<file path="config.mk">
export PLATFORM = sky130hd
export DESIGN_NAME = led_strip_effect_generator
export DESIGN_NICKNAME = d
export VERILOG_FILES = /design/src/design/lsfx_pkg.sv /design/src/design/lsfx_ram.sv /design/src/design/lsfx_ctrl.sv /design/src/design/lsfx_dp.sv /design/src/design/led_strip_effect_generator.sv
export SDC_FILE = /design/constraint.sdc
export NUM_CORES = 2
export LEC_CHECK = 0
export BUFFER_PORTS_ARGS = -buffer_cell sky130_fd_sc_hd__buf_2
export CORE_MARGIN = 5
export CORE_UTILIZATION = 45
export CTS_CLUSTER_SIZE = 25
export DETAILED_ROUTE_END_ITERATION = 12
export SYNTH_ARGS = -nofsm -noshare
export SYNTH_HDL_FRONTEND = slang
export SYNTH_SLANG_ARGS = --single-unit
export TNS_END_PERCENT = 30
</file>
<file path="constraint.sdc">
create_clock -name clk_i -period 26 [get_ports clk_i]
set_clock_uncertainty 0.05 [all_clocks]
set_input_delay 1.3 -clock clk_i [delete_from_list [all_inputs] [get_ports clk_i]]
set_output_delay 1.3 -clock clk_i [all_outputs]
set_load 0.01 [all_outputs]
</file>
<file path="src/design/lsfx_pkg.sv">
`default_nettype none
package lsfx_pkg;

  localparam int unsigned CfgIdxW  = 2;
  localparam int unsigned CfgDataW = 24;
  localparam int unsigned ColorW   = 24;
  localparam int unsigned FrameW   = 11;

  typedef enum logic [CfgIdxW-1:0] {
    REG_PIXEL_COUNT = 2'd0,
    REG_EFFECT_MODE = 2'd1,
    REG_BASE_COLOR  = 2'd2,
    REG_FILL_COUNT  = 2'd3
  } reg_idx_e;

  typedef enum logic [2:0] {
    MODE_FILL      = 3'd0,
    MODE_WIPE      = 3'd1,
    MODE_RAINBOW   = 3'd2,
    MODE_CYCLE     = 3'd3,
    MODE_CHASE     = 3'd4,
    MODE_CHASE_RB  = 3'd5,
    MODE_CLEAR     = 3'd6,
    MODE_SPARE     = 3'd7
  } mode_e;

  typedef enum logic [2:0] {
    ST_IDLE,
    ST_DIV,
    ST_PAINT,
    ST_EMIT,
    ST_UNPAINT,
    ST_ZERO
  } state_e;

  // Commands from controller to datapath.
  typedef struct packed {
    logic       clr_idx;    // restart pixel sweep at 0 (or at fill_len)
    logic       zero_from_fill; // sweep start is fill length
    logic       div_start;
    logic       paint_en;   // write computed color at idx (chase: chase position; fill/wipe: frame)
    logic       unpaint_en; // write zero on chase positions
    logic       zero_en;    // write zero at idx
    logic       emit_rd;    // issue a store read for emit
    logic       frame_clr;
    logic       frame_inc;
    logic       run_set;
    logic       run_clr;
    logic       last_set;
    logic       step_idx;
  } lsfx_cmd_t;

  typedef struct packed {
    logic idx_end;      // idx is the last pixel of the sweep
    logic div_done;
    logic running;
    logic frame_over;   // frame_number >= total
    logic frame_last;   // frame_number + 1 >= total
  } lsfx_sts_t;

  function automatic logic [ColorW-1:0] wheel(input logic [7:0] pos);
    logic [7:0] w;
    logic [7:0] w3;
    logic [ColorW-1:0] c;
    w = 8'd255 - pos;
    if (w < 8'd85) begin
      w3 = 8'(w * 8'd3);
      c = {8'd255 - w3, 8'd0, w3};
    end else if (w < 8'd170) begin
      w3 = 8'((w - 8'd85) * 8'd3);
      c = {8'd0, w3, 8'd255 - w3};
    end else begin
      w3 = 8'((w - 8'd170) * 8'd3);
      c = {w3, 8'd255 - w3, 8'd0};
    end
    return c;
  endfunction

endpackage
`default_nettype wire

</file>
<file path="src/design/lsfx_ram.sv">
`default_nettype none
module lsfx_ram #(
  parameter int unsigned Width = 24,
  parameter int unsigned Depth = 64
) (
  input  wire                      clk_i,
  input  wire                      we_i,
  input  wire  [$clog2(Depth)-1:0] waddr_i,
  input  wire  [Width-1:0]         wdata_i,
  input  wire  [$clog2(Depth)-1:0] raddr_i,
  output logic [Width-1:0]         rdata_o
);
  logic [Width-1:0] mem [Depth];

  always_ff @(posedge clk_i) begin
    if (we_i) begin
      mem[waddr_i] <= wdata_i;
    end
    rdata_o <= mem[raddr_i];
  end
endmodule
`default_nettype wire

</file>
<file path="src/design/lsfx_ctrl.sv">
`default_nettype none
module lsfx_ctrl (
  input  wire                 clk_i,
  input  wire                 rst_ni,
  input  wire                 in_valid_i,
  input  wire                 start_i,
  output logic                in_ready_o,
  input  wire  [2:0]          mode_i,
  input  wire                 out_free_i,
  input  wire                 out_busy_i,
  input  wire  lsfx_pkg::lsfx_sts_t sts_i,
  output lsfx_pkg::lsfx_cmd_t cmd_o
);
  import lsfx_pkg::*;

  state_e state_q, state_d;
  logic   rd_pend_q, rd_pend_d;

  always_ff @(posedge clk_i or negedge rst_ni) begin
    if (!rst_ni) begin
      state_q   <= ST_IDLE;
      rd_pend_q <= 1'b0;
    end else begin
      state_q   <= state_d;
      rd_pend_q <= rd_pend_d;
    end
  end

  logic is_fill, is_chase, is_clear;
  assign is_fill  = (mode_i == MODE_FILL);
  assign is_chase = (mode_i == MODE_CHASE) || (mode_i == MODE_CHASE_RB);
  assign is_clear = (mode_i == MODE_CLEAR) || (mode_i == MODE_SPARE);

  always_comb begin
    state_d    = state_q;
    rd_pend_d  = rd_pend_q;
    cmd_o      = '0;
    in_ready_o = 1'b0;
    unique case (state_q)
      ST_IDLE: begin
        in_ready_o = !out_busy_i;
        if (in_valid_i && !out_busy_i) begin
          if (start_i) begin
            cmd_o.frame_clr = 1'b1;
            cmd_o.run_set   = 1'b1;
          end
          if (start_i || sts_i.running) begin
            if (is_clear) begin
              cmd_o.run_clr = 1'b1;
              if (start_i) begin
                cmd_o.clr_idx = 1'b1;
                state_d = ST_ZERO;
              end
            end else begin
              cmd_o.div_start = 1'b1;
              state_d = ST_DIV;
            end
          end
        end
      end
      // Frame counter now valid; decide over, and wait for the divider to finish.
      ST_DIV: begin
        if (sts_i.frame_over) begin
          cmd_o.run_clr = 1'b1;
          if (is_fill) begin
            cmd_o.clr_idx = 1'b1;
            cmd_o.zero_from_fill = 1'b1;
            state_d = ST_ZERO;
          end else begin
            state_d = ST_IDLE;
          end
        end else if (sts_i.div_done) begin
          cmd_o.clr_idx = 1'b1;
          if (sts_i.frame_last) cmd_o.last_set = 1'b1;
          state_d = ST_PAINT;
        end
      end
      ST_PAINT: begin
        cmd_o.paint_en = 1'b1;
        cmd_o.step_idx = 1'b1;
        if (sts_i.idx_end) begin
          cmd_o.clr_idx = 1'b1;
          rd_pend_d = 1'b0;
          state_d = ST_EMIT;
        end
      end
      // A read is issued only when the output stage is free and no earlier read is still in flight.
      ST_EMIT: begin
        if (out_free_i && !rd_pend_q) begin
          cmd_o.emit_rd = 1'b1;
          cmd_o.step_idx = 1'b1;
          if (sts_i.idx_end) begin
            rd_pend_d = 1'b1;
          end
        end
        if (rd_pend_q && out_free_i) begin
          cmd_o.clr_idx = 1'b1;
          rd_pend_d = 1'b0;
          if (is_chase) begin
            state_d = ST_UNPAINT;
          end else begin
            cmd_o.frame_inc = 1'b1;
            if (sts_i.frame_last) begin
              cmd_o.run_clr = 1'b1;
              if (is_fill) begin
                cmd_o.zero_from_fill = 1'b1;
                state_d = ST_ZERO;
              end else begin
                state_d = ST_IDLE;
              end
            end else begin
              state_d = ST_IDLE;
            end
          end
        end
      end
      ST_UNPAINT: begin
        cmd_o.unpaint_en = 1'b1;
        cmd_o.step_idx = 1'b1;
        if (sts_i.idx_end) begin
          cmd_o.frame_inc = 1'b1;
          if (sts_i.frame_last) cmd_o.run_clr = 1'b1;
          state_d = ST_IDLE;
        end
      end
      ST_ZERO: begin
        cmd_o.zero_en = 1'b1;
        cmd_o.step_idx = 1'b1;
        if (sts_i.idx_end) state_d = ST_IDLE;
      end
      default: state_d = ST_IDLE;
    endcase
  end
endmodule
`default_nettype wire

</file>
<file path="src/design/lsfx_dp.sv">
`default_nettype none
module lsfx_dp #(
  parameter int unsigned MaxPixels = 64
) (
  input  wire                  clk_i,
  input  wire                  rst_ni,
  input  wire                  cfg_we_i,
  input  wire  [lsfx_pkg::CfgIdxW-1:0]  cfg_idx_i,
  input  wire  [lsfx_pkg::CfgDataW-1:0] cfg_data_i,
  output logic [2:0]           mode_o,
  input  wire  lsfx_pkg::lsfx_cmd_t cmd_i,
  output lsfx_pkg::lsfx_sts_t  sts_o,
  output logic                 out_free_o,
  output logic                 out_busy_o,
  output logic                 m_valid_o,
  input  wire                  m_ready_i,
  output logic [5:0]           m_index_o,
  output logic [lsfx_pkg::ColorW-1:0] m_color_o,
  output logic                 m_last_o,
  output logic                 m_done_o
);
  import lsfx_pkg::*;

  localparam int unsigned AW = $clog2(MaxPixels);
  localparam int unsigned NW = $clog2(MaxPixels + 1);

  // Configuration registers.
  logic [6:0]        pcount_q;
  logic [2:0]        mode_q;
  logic [ColorW-1:0] base_q;
  logic [7:0]        fcount_q;

  always_ff @(posedge clk_i or negedge rst_ni) begin
    if (!rst_ni) begin
      pcount_q <= 7'd16;
      mode_q   <= MODE_FILL;
      base_q   <= '0;
      fcount_q <= '0;
    end else if (cfg_we_i) begin
      unique case (reg_idx_e'(cfg_idx_i))
        REG_PIXEL_COUNT: pcount_q <= cfg_data_i[6:0];
        REG_EFFECT_MODE: mode_q   <= cfg_data_i[2:0];
        REG_BASE_COLOR:  base_q   <= cfg_data_i[ColorW-1:0];
        REG_FILL_COUNT:  fcount_q <= cfg_data_i[7:0];
        default: ;
      endcase
    end
  end
  assign mode_o = mode_q;

  // Effective strip length and fill length.
  logic [NW-1:0] n;
  logic [NW-1:0] fill_len;
  always_comb begin
    if (pcount_q == 7'd0) n = NW'(1);
    else if ({1'b0, pcount_q} > 8'(MaxPixels)) n = NW'(MaxPixels);
    else n = NW'(pcount_q);
    fill_len = ({1'b0, fcount_q} < 9'(n)) ? NW'(fcount_q) : n;
  end

  logic [FrameW-1:0] total;
  always_comb begin
    unique case (mode_e'(mode_q))
      MODE_FILL:     total = FrameW'(fill_len);
      MODE_WIPE:     total = FrameW'(n);
      MODE_RAINBOW:  total = FrameW'(256);
      MODE_CYCLE:    total = FrameW'(1280);
      MODE_CHASE:    total = FrameW'(30);
      MODE_CHASE_RB: total = FrameW'(768);
      default:       total = '0;
    endcase
  end

  // Frame state.
  logic [FrameW-1:0] frame_q;
  logic              run_q, last_q;
  logic [9:0]        fj_q;   // frame / 3
  logic [1:0]        fq_q;   // frame % 3
  always_ff @(posedge clk_i or negedge rst_ni) begin
    if (!rst_ni) begin
      frame_q <= '0;
      run_q   <= 1'b0;
      last_q  <= 1'b0;
      fj_q    <= '0;
      fq_q    <= '0;
    end else begin
      if (cmd_i.frame_clr) begin
        frame_q <= '0;
        fj_q    <= '0;
        fq_q    <= '0;
      end else if (cmd_i.frame_inc) begin
        frame_q <= frame_q + FrameW'(1);
        if (fq_q == 2'd2) begin
          fq_q <= '0;
          fj_q <= fj_q + 10'd1;
        end else begin
          fq_q <= fq_q + 2'd1;
        end
      end
      // A start in clear mode both starts and ends the effect.
      if (cmd_i.run_clr) run_q <= 1'b0;
      else if (cmd_i.run_set) run_q <= 1'b1;
      if (cmd_i.div_start) last_q <= 1'b0;
      else if (cmd_i.last_set) last_q <= 1'b1;
    end
  end

  // Rainbow cycle spacing: step = 256/n, remainder kept for i*256/n by
  // accumulation. Restoring divider, one bit per cycle.
  logic [8:0]    dv_rem_q;
  logic [8:0]    dv_quo_q;
  logic [3:0]    dv_cnt_q;
  logic          dv_busy_q;
  logic [9:0]    dv_trial;
  always_comb dv_trial = {dv_rem_q, dv_quo_q[8]} - 10'(n);
  always_ff @(posedge clk_i or negedge rst_ni) begin
    if (!rst_ni) begin
      dv_busy_q <= 1'b0;
      dv_cnt_q  <= '0;
      dv_rem_q  <= '0;
      dv_quo_q  <= '0;
    end else if (cmd_i.div_start) begin
      dv_busy_q <= 1'b1;
      dv_cnt_q  <= 4'd9;
      dv_rem_q  <= '0;
      dv_quo_q  <= 9'd256;
    end else if (dv_busy_q) begin
      if (!dv_trial[9]) begin
        dv_rem_q <= dv_trial[8:0];
        dv_quo_q <= {dv_quo_q[7:0], 1'b1};
      end else begin
        dv_rem_q <= {dv_rem_q[7:0], dv_quo_q[8]};
        dv_quo_q <= {dv_quo_q[7:0], 1'b0};
      end
      dv_cnt_q <= dv_cnt_q - 4'd1;
      if (dv_cnt_q == 4'd1) dv_busy_q <= 1'b0;
    end
  end

  // Pixel sweep index plus chase position and rainbow-cycle accumulators.
  logic [NW-1:0] idx_q;
  logic [NW-1:0] end_q;
  logic [8:0]    acc_q;   // floor(i*256/n)
  logic [NW-1:0] accr_q;  // remainder
  logic [NW-1:0] base_i_q; // chase base i
  logic          chase;
  assign chase = (mode_q == MODE_CHASE) || (mode_q == MODE_CHASE_RB);

  logic [NW:0] nxt_rem;
  logic [NW-1:0] chase_p;
  always_comb begin
    nxt_rem = {1'b0, accr_q} + (NW+1)'(dv_rem_q[NW-1:0]);
    chase_p = base_i_q + NW'(fq_q);
  end

  // (n-1)/3 as (x*171)>>9, exact for x below 256.
  logic [NW-1:0] sweep_end;
  always_comb begin
    sweep_end = n - NW'(1);
    if (chase && (cmd_i.paint_en || cmd_i.unpaint_en)) begin
      sweep_end = NW'((14'(n - NW'(1)) * 14'd171) >> 9);
    end
  end

  always_ff @(posedge clk_i) begin
    if (cmd_i.clr_idx) begin
      idx_q    <= cmd_i.zero_from_fill ? fill_len : '0;
      acc_q    <= '0;
      accr_q   <= '0;
      base_i_q <= '0;
    end else if (cmd_i.step_idx) begin
      idx_q    <= idx_q + NW'(1);
      base_i_q <= base_i_q + NW'(3);
      if (nxt_rem >= (NW+1)'(n)) begin
        accr_q <= NW'(nxt_rem - (NW+1)'(n));
        acc_q  <= acc_q + dv_quo_q + 9'd1;
      end else begin
        accr_q <= NW'(nxt_rem);
        acc_q  <= acc_q + dv_quo_q;
      end
    end
  end

  // Zero sweep stops at n-1 (and is empty when start >= n).
  logic zero_end;
  assign zero_end = (idx_q + NW'(1) >= n) || (idx_q >= n);
  always_comb begin
    sts_o.idx_end = cmd_i.zero_en ? zero_end :
                    ((chase && (cmd_i.paint_en || cmd_i.unpaint_en)) ?
                      (idx_q >= sweep_end) : (idx_q == sweep_end));
    if (!chase && cmd_i.paint_en &&
        (mode_q == MODE_FILL || mode_q == MODE_WIPE)) begin
      sts_o.idx_end = 1'b1;
    end
    sts_o.div_done   = !dv_busy_q && !cmd_i.div_start;
    sts_o.running    = run_q;
    sts_o.frame_over = frame_q >= total;
    sts_o.frame_last = (12'(frame_q) + 12'd1) >= 12'(total);
  end

  // Color for paint.
  logic [ColorW-1:0] paint_c;
  logic [AW-1:0]     waddr;
  logic              we;
  logic [ColorW-1:0] wdata;
  logic [9:0]        crb;
  always_comb begin
    crb = 10'(base_i_q) + fj_q;
    if (crb >= 10'd255) crb = crb - 10'd255;
    unique case (mode_e'(mode_q))
      MODE_FILL, MODE_WIPE: paint_c = base_q;
      MODE_RAINBOW:  paint_c = wheel(8'(idx_q) + 8'(frame_q));
      MODE_CYCLE:    paint_c = wheel(acc_q[7:0] + 8'(frame_q));
      MODE_CHASE:    paint_c = base_q;
      default:       paint_c = wheel(crb[7:0]);
    endcase
    we    = 1'b0;
    wdata = '0;
    waddr = AW'(idx_q);
    if (cmd_i.paint_en) begin
      wdata = paint_c;
      if (chase) begin
        waddr = AW'(chase_p);
        we    = (chase_p < n);
      end else if (mode_q == MODE_FILL || mode_q == MODE_WIPE) begin
        waddr = AW'(frame_q);
        we    = (frame_q < FrameW'(MaxPixels));
      end else begin
        we = 1'b1;
      end
    end else if (cmd_i.unpaint_en) begin
      waddr = AW'(chase_p);
      we    = (chase_p < n);
    end else if (cmd_i.zero_en) begin
      we = (idx_q < n);
    end
  end

  logic [ColorW-1:0] rdata;
  lsfx_ram #(.Width(ColorW), .Depth(MaxPixels)) u_store (
    .clk_i   (clk_i),
    .we_i    (we),
    .waddr_i (waddr),
    .wdata_i (wdata),
    .raddr_i (AW'(idx_q)),
    .rdata_o (rdata)
  );

  // Written marks: an entry never written since reset reads as zero.
  logic [MaxPixels-1:0] wr_mark_q;
  always_ff @(posedge clk_i or negedge rst_ni) begin
    if (!rst_ni) begin
      wr_mark_q <= '0;
    end else if (we) begin
      wr_mark_q[waddr] <= 1'b1;
    end
  end

  // Read tag stage, then output register.
  logic          rv_q;
  logic [5:0]    ridx_q;
  logic          rlast_q;
  logic          rmark_q;
  always_ff @(posedge clk_i or negedge rst_ni) begin
    if (!rst_ni) begin
      rv_q <= 1'b0;
    end else begin
      rv_q <= cmd_i.emit_rd;
    end
  end
  always_ff @(posedge clk_i) begin
    if (cmd_i.emit_rd) begin
      ridx_q  <= 6'(idx_q);
      rlast_q <= (idx_q == n - NW'(1));
      rmark_q <= wr_mark_q[AW'(idx_q)];
    end
  end

  // Output register is free when no read is in flight and it is empty or taken
  // this cycle. A read lands only when free: emit_rd is issued only when free.
  assign out_free_o = !rv_q && (!m_valid_o || m_ready_i);
  assign out_busy_o = m_valid_o || rv_q;

  always_ff @(posedge clk_i or negedge rst_ni) begin
    if (!rst_ni) begin
      m_valid_o <= 1'b0;
    end else if (rv_q) begin
      m_valid_o <= 1'b1;
    end else if (m_ready_i) begin
      m_valid_o <= 1'b0;
    end
  end
  always_ff @(posedge clk_i) begin
    if (rv_q) begin
      m_index_o <= ridx_q;
      m_color_o <= rmark_q ? rdata : '0;
      m_last_o  <= rlast_q;
      m_done_o  <= last_q;
    end
  end
endmodule
`default_nettype wire

</file>
<file path="src/design/led_strip_effect_generator.sv">
`default_nettype none
// LED strip effect generator.
// Input stream: one item per frame tick; tdata[0] = start_req (1 restarts the
// selected effect, 0 advances one frame). Output stream: one item per pixel,
// pixels 0..n-1 in strip order, tlast on the last pixel of the frame.
// Configuration: cfg_we_i writes register cfg_idx_i (0 pixel_count,
// 1 effect_mode, 2 base_color, 3 fill_count); write only while idle.
// Sequence: a tick is taken only when idle with the output empty. Frame setup
// runs a bit-serial 256/n divider after the accept, then decides whether the
// effect is over; then the store is painted: every pixel for rainbow modes,
// ceil(n/3) positions for chase, one pixel for fill and wipe. Emission reads
// the store then loads the output register for each pixel, with one read in
// flight at a time; chase then blanks its pixels. A start in clear mode
// zeroes the store, the end of fill zeroes pixels F..n-1. If the receiver
// stalls, emission holds on the output register; nothing is lost. Reset
// restores the register defaults, stops the effect and makes every store
// entry read as zero.
module led_strip_effect_generator #(
  parameter int unsigned MAX_PIXELS = 64
) (
  input  wire         clk_i,
  input  wire         rst_ni,
  input  wire         s_axis_tvalid,
  output logic        s_axis_tready,
  input  wire  [7:0]  s_axis_tdata,   // [0] start_req
  output logic        m_axis_tvalid,
  input  wire         m_axis_tready,
  output logic [31:0] m_axis_tdata,   // [5:0] pixel_index, [29:6] pixel_color
  output logic        m_axis_tlast,   // last_pixel
  output logic        m_axis_tuser,   // effect_done
  input  wire         cfg_we_i,
  input  wire  [lsfx_pkg::CfgIdxW-1:0]  cfg_idx_i,
  input  wire  [lsfx_pkg::CfgDataW-1:0] cfg_data_i
);
  import lsfx_pkg::*;

  lsfx_cmd_t         cmd;
  lsfx_sts_t         sts;
  logic [2:0]        mode;
  logic              out_free, out_busy;
  logic [5:0]        idx;
  logic [ColorW-1:0] color;

  lsfx_ctrl u_ctrl (
    .clk_i      (clk_i),
    .rst_ni     (rst_ni),
    .in_valid_i (s_axis_tvalid),
    .start_i    (s_axis_tdata[0]),
    .in_ready_o (s_axis_tready),
    .mode_i     (mode),
    .out_free_i (out_free),
    .out_busy_i (out_busy),
    .sts_i      (sts),
    .cmd_o      (cmd)
  );

  lsfx_dp #(.MaxPixels(MAX_PIXELS)) u_dp (
    .clk_i      (clk_i),
    .rst_ni     (rst_ni),
    .cfg_we_i   (cfg_we_i),
    .cfg_idx_i  (cfg_idx_i),
    .cfg_data_i (cfg_data_i),
    .mode_o     (mode),
    .cmd_i      (cmd),
    .sts_o      (sts),
    .out_free_o (out_free),
    .out_busy_o (out_busy),
    .m_valid_o  (m_axis_tvalid),
    .m_ready_i  (m_axis_tready),
    .m_index_o  (idx),
    .m_color_o  (color),
    .m_last_o   (m_axis_tlast),
    .m_done_o   (m_axis_tuser)
  );

  assign m_axis_tdata = {2'b00, color, idx};
endmodule
`default_nettype wire
</file>
* Word level (Yosys, flattened, before mapping)
Memory sizes are Yosys's and may differ from the RTL's. A register that Yosys moved wholly into a read port is not among the register bits. Cells that the tools add are included. Widths: inputs -> output; s select.
Operators by class: $add $sub $neg 37, multiply operators 10, magnitude comparators 21, equality and inequality tests 28, mux-type cells 124, bitwise gates (word level) 1, reduce and logical (&&, ||, !) cells 46
Operators with widths (number):
- $mux 24 | 7
- $sub 8x8->8 const A | 12
- $mul 8x2->8 const B | 9
- $pmux 24 s3 | 1
- $pmux 11 s6 | 1
- $or 64x64->64 | 1
- $mux 1 | 62
- $mux 7 | 8
- $mux 9 | 6
- $mux 3 | 12
- $sub 8x8->8 const B | 4
- $mux 10 | 3
- $lt 8x7->1 const B | 3
- $lt 8x8->1 const B | 3
- $mux 6 | 4
- $sub 8x7->8 const B | 3
- $mux 11 | 2
- $ge 7x7->1 | 3
- $eq 3x3->1 const B | 6
- $reduce_bool 2->1 | 8
- $pmux 3 s5 | 1
- $eq 7x7->1 | 2
- $lt 6x7->1 const B | 2
- $lt 7x7->1 | 2
- 55 further kinds | 102
Word-level totals: bits in registers 230, bits in writable memories 1536, input port bits 39, output and inout bits 36, word-level logic and storage cells 297, memories kept 1
Memory list:
- u_dp.u_store.mem | depth 64, width 24, read ports 1, clocked after memory_dff 1, wr ports 1, line lsfx_ram.sv:13 | logic [Width-1:0] mem [Depth];

* Logic depth before layout (Yosys ltp)
word-level depth 14, gate-level depth with buffers 37

* Modules after synthesis
A second synthesis with hierarchy kept.
Second synthesis, totals: cells, all modules 4794, area, all modules 79223.5 µm²
Modules (own cells, without submodules):
- lsfx_ram | times used 1, cells each 2611, area an instance 59330.7 µm²
- lsfx_dp | times used 1, cells each 2108, area an instance 19377.3 µm²
- lsfx_ctrl | times used 1, cells each 72, area an instance 496.7 µm²
- led_strip_effect_generator | times used 1, cells each 3, area an instance 18.8 µm²

* Least setup slack after synthesis
No wires, ideal clock.
kind register to register, start point reg u_dp.fj_q[0], end point mem u_dp.u_store.mem[0][3], data pin, setup time 1.285 ns, arrival time 10.193 ns, data required time 24.665 ns, setup slack 14.472 ns, cell stages (with the launch flop) 19, clock period less this slack 11.528 ns, path through dfrtp_1 -> ha_1 -> fa_1 -> a211oi_2 -> nor2_1 -> o21ai_1 -> mux2_2 -> o22ai_2 -> nand2_1 -> xnor2_1 -> inv_1 -> ha_1 -> nor2b_1 -> or4b_1 -> a32oi_2 -> o21ai_1 -> o21ai_0 -> a21oi_1 -> a2111oi_0
Between the ends: longest elaborated chain between the ends 11
Ends and longest elaborated chain:
- start: declaration | line lsfx_dp.sv:77 | logic [9:0] fj_q;
- start signal: assignment | line lsfx_dp.sv:95 | fj_q <= fj_q + 10'd1;
- $add 7x10->10 (*) | line lsfx_dp.sv:208 | crb = 10'(base_i_q) + fj_q;
- $sub 8x8->8 or $ge 10x8->1 (tied branches) | line lsfx_dp.sv:209 | if (crb >= 10'd255) crb = crb - 10'd255;
- $mux 8 (*) | line lsfx_dp.sv:209
- $sub 8x8->8 (*) | line lsfx_pkg.sv:65 | w = 8'd255 - pos;
- $sub 8x7->8 | line lsfx_pkg.sv:70 | w3 = 8'((w - 8'd85) * 8'd3);
- $mul 8x2->8 | line lsfx_pkg.sv:70
- $sub 8x8->8 | line lsfx_pkg.sv:71 | c = {8'd0, w3, 8'd255 - w3};
- $mux 24 | line lsfx_pkg.sv:69 | end else if (w < 8'd170) begin
- $mux 24 (*) | line lsfx_pkg.sv:66 | if (w < 8'd85) begin
- $pmux 24 s3 (*) | line lsfx_dp.sv:210 | unique case (mode_e'(mode_q))
- $mux 24 (*) | line lsfx_dp.sv:220 | if (cmd_i.paint_en) begin
- named net u_dp.u_store.wdata_i[3] | line lsfx_ram.sv:9 | input wire [Width-1:0] wdata_i,
- end: declaration | line lsfx_ram.sv:13
The timed path passes the listed nets; every way through them passes the cells marked *.

* Worst setup path after layout
start point reg u_dp.pcount_q[1], end point reg u_dp.idx_q[4], enable pin
Between the ends: longest elaborated chain between the ends 13
Ends and longest elaborated chain:
- start: declaration | line lsfx_dp.sv:28 | logic [6:0] pcount_q;
- start signal: assignment | line lsfx_dp.sv:41 | REG_PIXEL_COUNT: pcount_q <= cfg_data_i[6:0];
- $gt 7x7->1 | line lsfx_dp.sv:56 | else if ({1'b0, pcount_q} > 8'(MaxPixels)) n = NW'(MaxPixels);
- $mux 7 | line lsfx_dp.sv:56
- $mux 7 (*) | line lsfx_dp.sv:55 | if (pcount_q == 7'd0) n = NW'(1);
- $sub 7x1->8 | line lsfx_dp.sv:161 | sweep_end = NW'((14'(n - NW'(1)) * 14'd171) >> 9);
- $mul 14x8->14 | line lsfx_dp.sv:161
- $mux 7 | line lsfx_dp.sv:160 | if (chase && (cmd_i.paint_en || cmd_i.unpaint_en)) begin
- $ge 7x7->1 or $eq 7x7->1 (tied branches) | line lsfx_dp.sv:190 | (idx_q >= sweep_end) : (idx_q == sweep_end));
- $mux 1 | line lsfx_dp.sv:189 | ((chase && (cmd_i.paint_en || cmd_i.unpaint_en)) ?
- $mux 1 | line lsfx_dp.sv:188 | sts_o.idx_end = cmd_i.zero_en ? zero_end :
- $mux 1 | line lsfx_dp.sv:191 | if (!chase && cmd_i.paint_en &&
- $mux 1 | line lsfx_ctrl.sv:81 | if (sts_i.idx_end) begin
- $pmux 1 s4 (*) | line lsfx_ctrl.sv:39 | unique case (state_q)
- $reduce_bool 2->1 (no source line) (*)
- end signal: assignment | line lsfx_dp.sv:167 | idx_q <= cmd_i.zero_from_fill ? fill_len : '0;
- end signal: assignment | line lsfx_dp.sv:172 | idx_q <= idx_q + NW'(1);
- end: declaration | line lsfx_dp.sv:141 | logic [NW-1:0] idx_q;
Every way passes the cells marked *; elsewhere a longest branch is shown, timed or not. A chain may end at the register's enable or synchronous reset.

==> results.cfg <==
[outcome]
status = completed

[critical_path]
worstSetupStartpointType = flop
crit_type = flop to flop
crit_start = u_dp.pcount_q[1]
crit_top_cell = a21o_1
r2r-start = u_dp.pcount_q[1]
slowest_stage = a2111o_1
cp-end-kind = flop
rr_worst_depth = 35
crit_required_ns = 26.41
crit_arrival_ns = 9.72
crit_path_max_fanout = 16
critPathMaxStageDelay_ns = 0.71

[die]
core_area_sq_um = 174000
ioPinCount = 75
die_height_um = 428
dieArea_sq_um = 183000
start_util_pct = 45.2
die_w_um = 428
floorplan.rows = 153

[placed_design]
port_buffers = 65
place_inst = 6681
hpwl_um = 117000
gp_congestion = 0.862

[synthesis]
synth_area_per_cell_sq_um = 17.8
syn_inst = 4404
async_reset_ff_share_pct = 8.94
ys_warn_count = 0
synth_area_sq_um = 78400
synthDistinctLibCells = 92
synth_ff_type = edfxtp_1
ys_ff_latch = 1789
synth_edf_count = 1583
ys_seq_area_share_pct = 66.9

[route]
dr.pass1.iters = 6
viasPerCell = 5.90
antenna_left = 0
num_vias = 41400
wire_per_inst_um = 28.7
drt_iter0_markers = 4378
totalWireLength_um = 202000
drc = 0

[clock_network]
numCtsBuffers = 179
postCtsSetupRepairBufs = 0
cts.sink_count = 1789
postCtsHoldBufs = 0
cts-resized-gates = 0
clk_latency_ns = 0.81
cts_max_level = 4
clkTransAtPathRegs_ns = 0.06
cts_root_buf = clkbuf_16
cts_buffer_depth = 3
cts_tree = built

[sta]
rsz0062_at_grt = no
min_period_ns = 9.31
worst_slew_pin_slew_ns = 1.21
fin_tns_setup_ns = 0
relSlewSlack_pct = 19.3
fmax_ghz = 0.107
hold_violations = 0
min_period_over_period_pct = 35.8
slew_violations = 0
finalSetupViolations = 0

[global_routing]
grt_max_degree = 148
grt_pass1_vias = 41500
grt_pass1_wl_um = 292000
grt_util_all_layers_pct = 22.1
antenna_found_initial = 9
grt_overflow_total = 0

[final_layout]
final_common_cell = edfxtp_1
drive_gt1_share_pct = 23.5
fill_cells = 14000
area_growth_pct = 12.4
finalNonFillerCells = 7022
nNetsFinal = 4839
final_cell_mix = edfxtp_1 (1583), mux4_2 (525), ha_1 (235)

[worst_hold_path]
hold_path.class = flop to flop
min_from = u_dp.ridx_q[2]
min_delay_path_depth = 0

[flow_run]
drv_cap = 0
registers in the layout, indices dropped and copies added (netlist names), 2 cells and up:
signal                flops
u_dp.frame_q             11
u_dp.pcount_q             7
u_dp.dv_cnt_q             4
u_dp.dv_rem_q             9
u_dp.acc_q                8
u_ctrl.state_q            3
u_dp.u_store.rdata_o     24
u_dp.m_color_o           24
u_dp.u_store.mem       1536
u_dp.base_i_q             7
u_dp.idx_q                7
u_dp.base_q              24
u_dp.fcount_q             8
u_dp.ridx_q               6
u_dp.wr_mark_q           64
u_dp.m_index_o            6
u_dp.dv_quo_q             9
u_dp.mode_o               3
u_dp.fj_q                10
u_dp.accr_q               7
u_dp.fq_q                 2
synthesized netlist by cell type (all sizes together) (10+ instances only):
| cell | number | area (sq um) |
|---|---|---|
| edfxtp | 1583 | 47500 |
| mux4 | 525 | 11800 |
| nor2 | 250 | 938 |
| ha | 235 | 2940 |
| clkbuf | 160 | 602 |
| dfrtp | 159 | 3980 |
| inv | 155 | 582 |
| a21oi | 142 | 711 |
| nand2 | 137 | 514 |
| xnor2 | 115 | 1010 |
| o21bai | 92 | 691 |
| o21ai | 84 | 424 |
| nor3 | 54 | 275 |
| mux2 | 48 | 541 |
| buf | 47 | 188 |
| dfxtp | 46 | 921 |
| xor2 | 46 | 403 |
| a21o | 41 | 308 |
| nand3 | 39 | 195 |
| a211oi | 33 | 258 |
| and2 | 32 | 200 |
| o21a | 32 | 240 |
| fa | 28 | 561 |
| mux2i | 26 | 260 |
| nor2b | 23 | 144 |
| nand2b | 20 | 125 |
| o22ai | 20 | 131 |
| o211ai | 19 | 143 |
| or3 | 18 | 113 |
| a31oi | 14 | 87.6 |
| and3 | 12 | 75.1 |
| a21boi | 10 | 75.1 |
| nand3b | 10 | 75.1 |
layout make-up:
class | count | area, sq um | area share, %
clock buffers | 231 | 4810 | 5.45
repair buffers | 152 | 1030 | 1.17
clock inverters | 106 | 976 | 1.11
inverters | 157 | 597 | 0.677
multi-input cells | 2258 | 25400 | 28.8
well taps | 2325 | 2910 | 3.30
diodes | 4 | 10.0 | 0.0114
flip-flops and latches | 1789 | 52500 | 59.5
per-stage QoR:
stage | utilization (%) | instance area (sq um) | hold WS (ns) | worst slack (ns)
detailed placement | 47.4 | 82400 | 0.355 | 16.80
global placement | 47.4 | 82400 | 0.350 | 16.80
finish | 50.8 | 88100 | 0.369 | 16.69
CTS | 50.8 | 88100 | 0.369 | 16.69
floorplan | - | 78500 | 0.350 | 14.47
global route | 50.8 | 88100 | 0.373 | 16.02
worst max-delay path, delay by kind of cell (launching register included):
kind                     cells  cell delay (ns)
AO/OA/AOI/OAI               19             4.52
adder cells (fa/ha/maj)      6             2.09
AND/OR/NAND/NOR              6             1.29
buffers and inverters        4             0.62
flip-flops                   1             0.40
path summary, 6_finish.rpt:
check	end	slack (ns)
setup / recovery	u_dp.idx_q[4]	16.69
hold / removal	u_dp.m_index_o[2]	0.37
setup reg to reg	u_dp.idx_q[4]	16.69
hold reg to reg	u_dp.m_index_o[2]	0.37
max in group asynchronous	u_dp.rv_q	23.75
min in group asynchronous	u_dp.base_q[8]	0.49
cells by family (layout without fill, tap and decap cells):
logic type      Yosys count  after routing  synth area share [%]
mux                     599            599                  16.1
xor+xnor                166            166                  1.94
fa+ha+maj               263            263                  4.46
buf+inv                 364            646                  1.76
flops                  1789           1789                  66.9
simple gates            638            638                  3.82
other cells               2             13               0.00957
compound gates          583            583                  5.04
layer usage:
layer	share of wire [%]	vias to the layer above	routed length (um)	track usage, %
met3	5.6	256	11300	2.98
met5	0	-	0	0
met4	2.5	0	5120	5.42
met1	43	22000	86500	31.4
met2	49	1299	98900	36.7
li1	-	17900	-	-
Power is left out: the tool's default activity adds up to more than one toggle a clock period on the data nets, which glitch-free logic cannot reach.
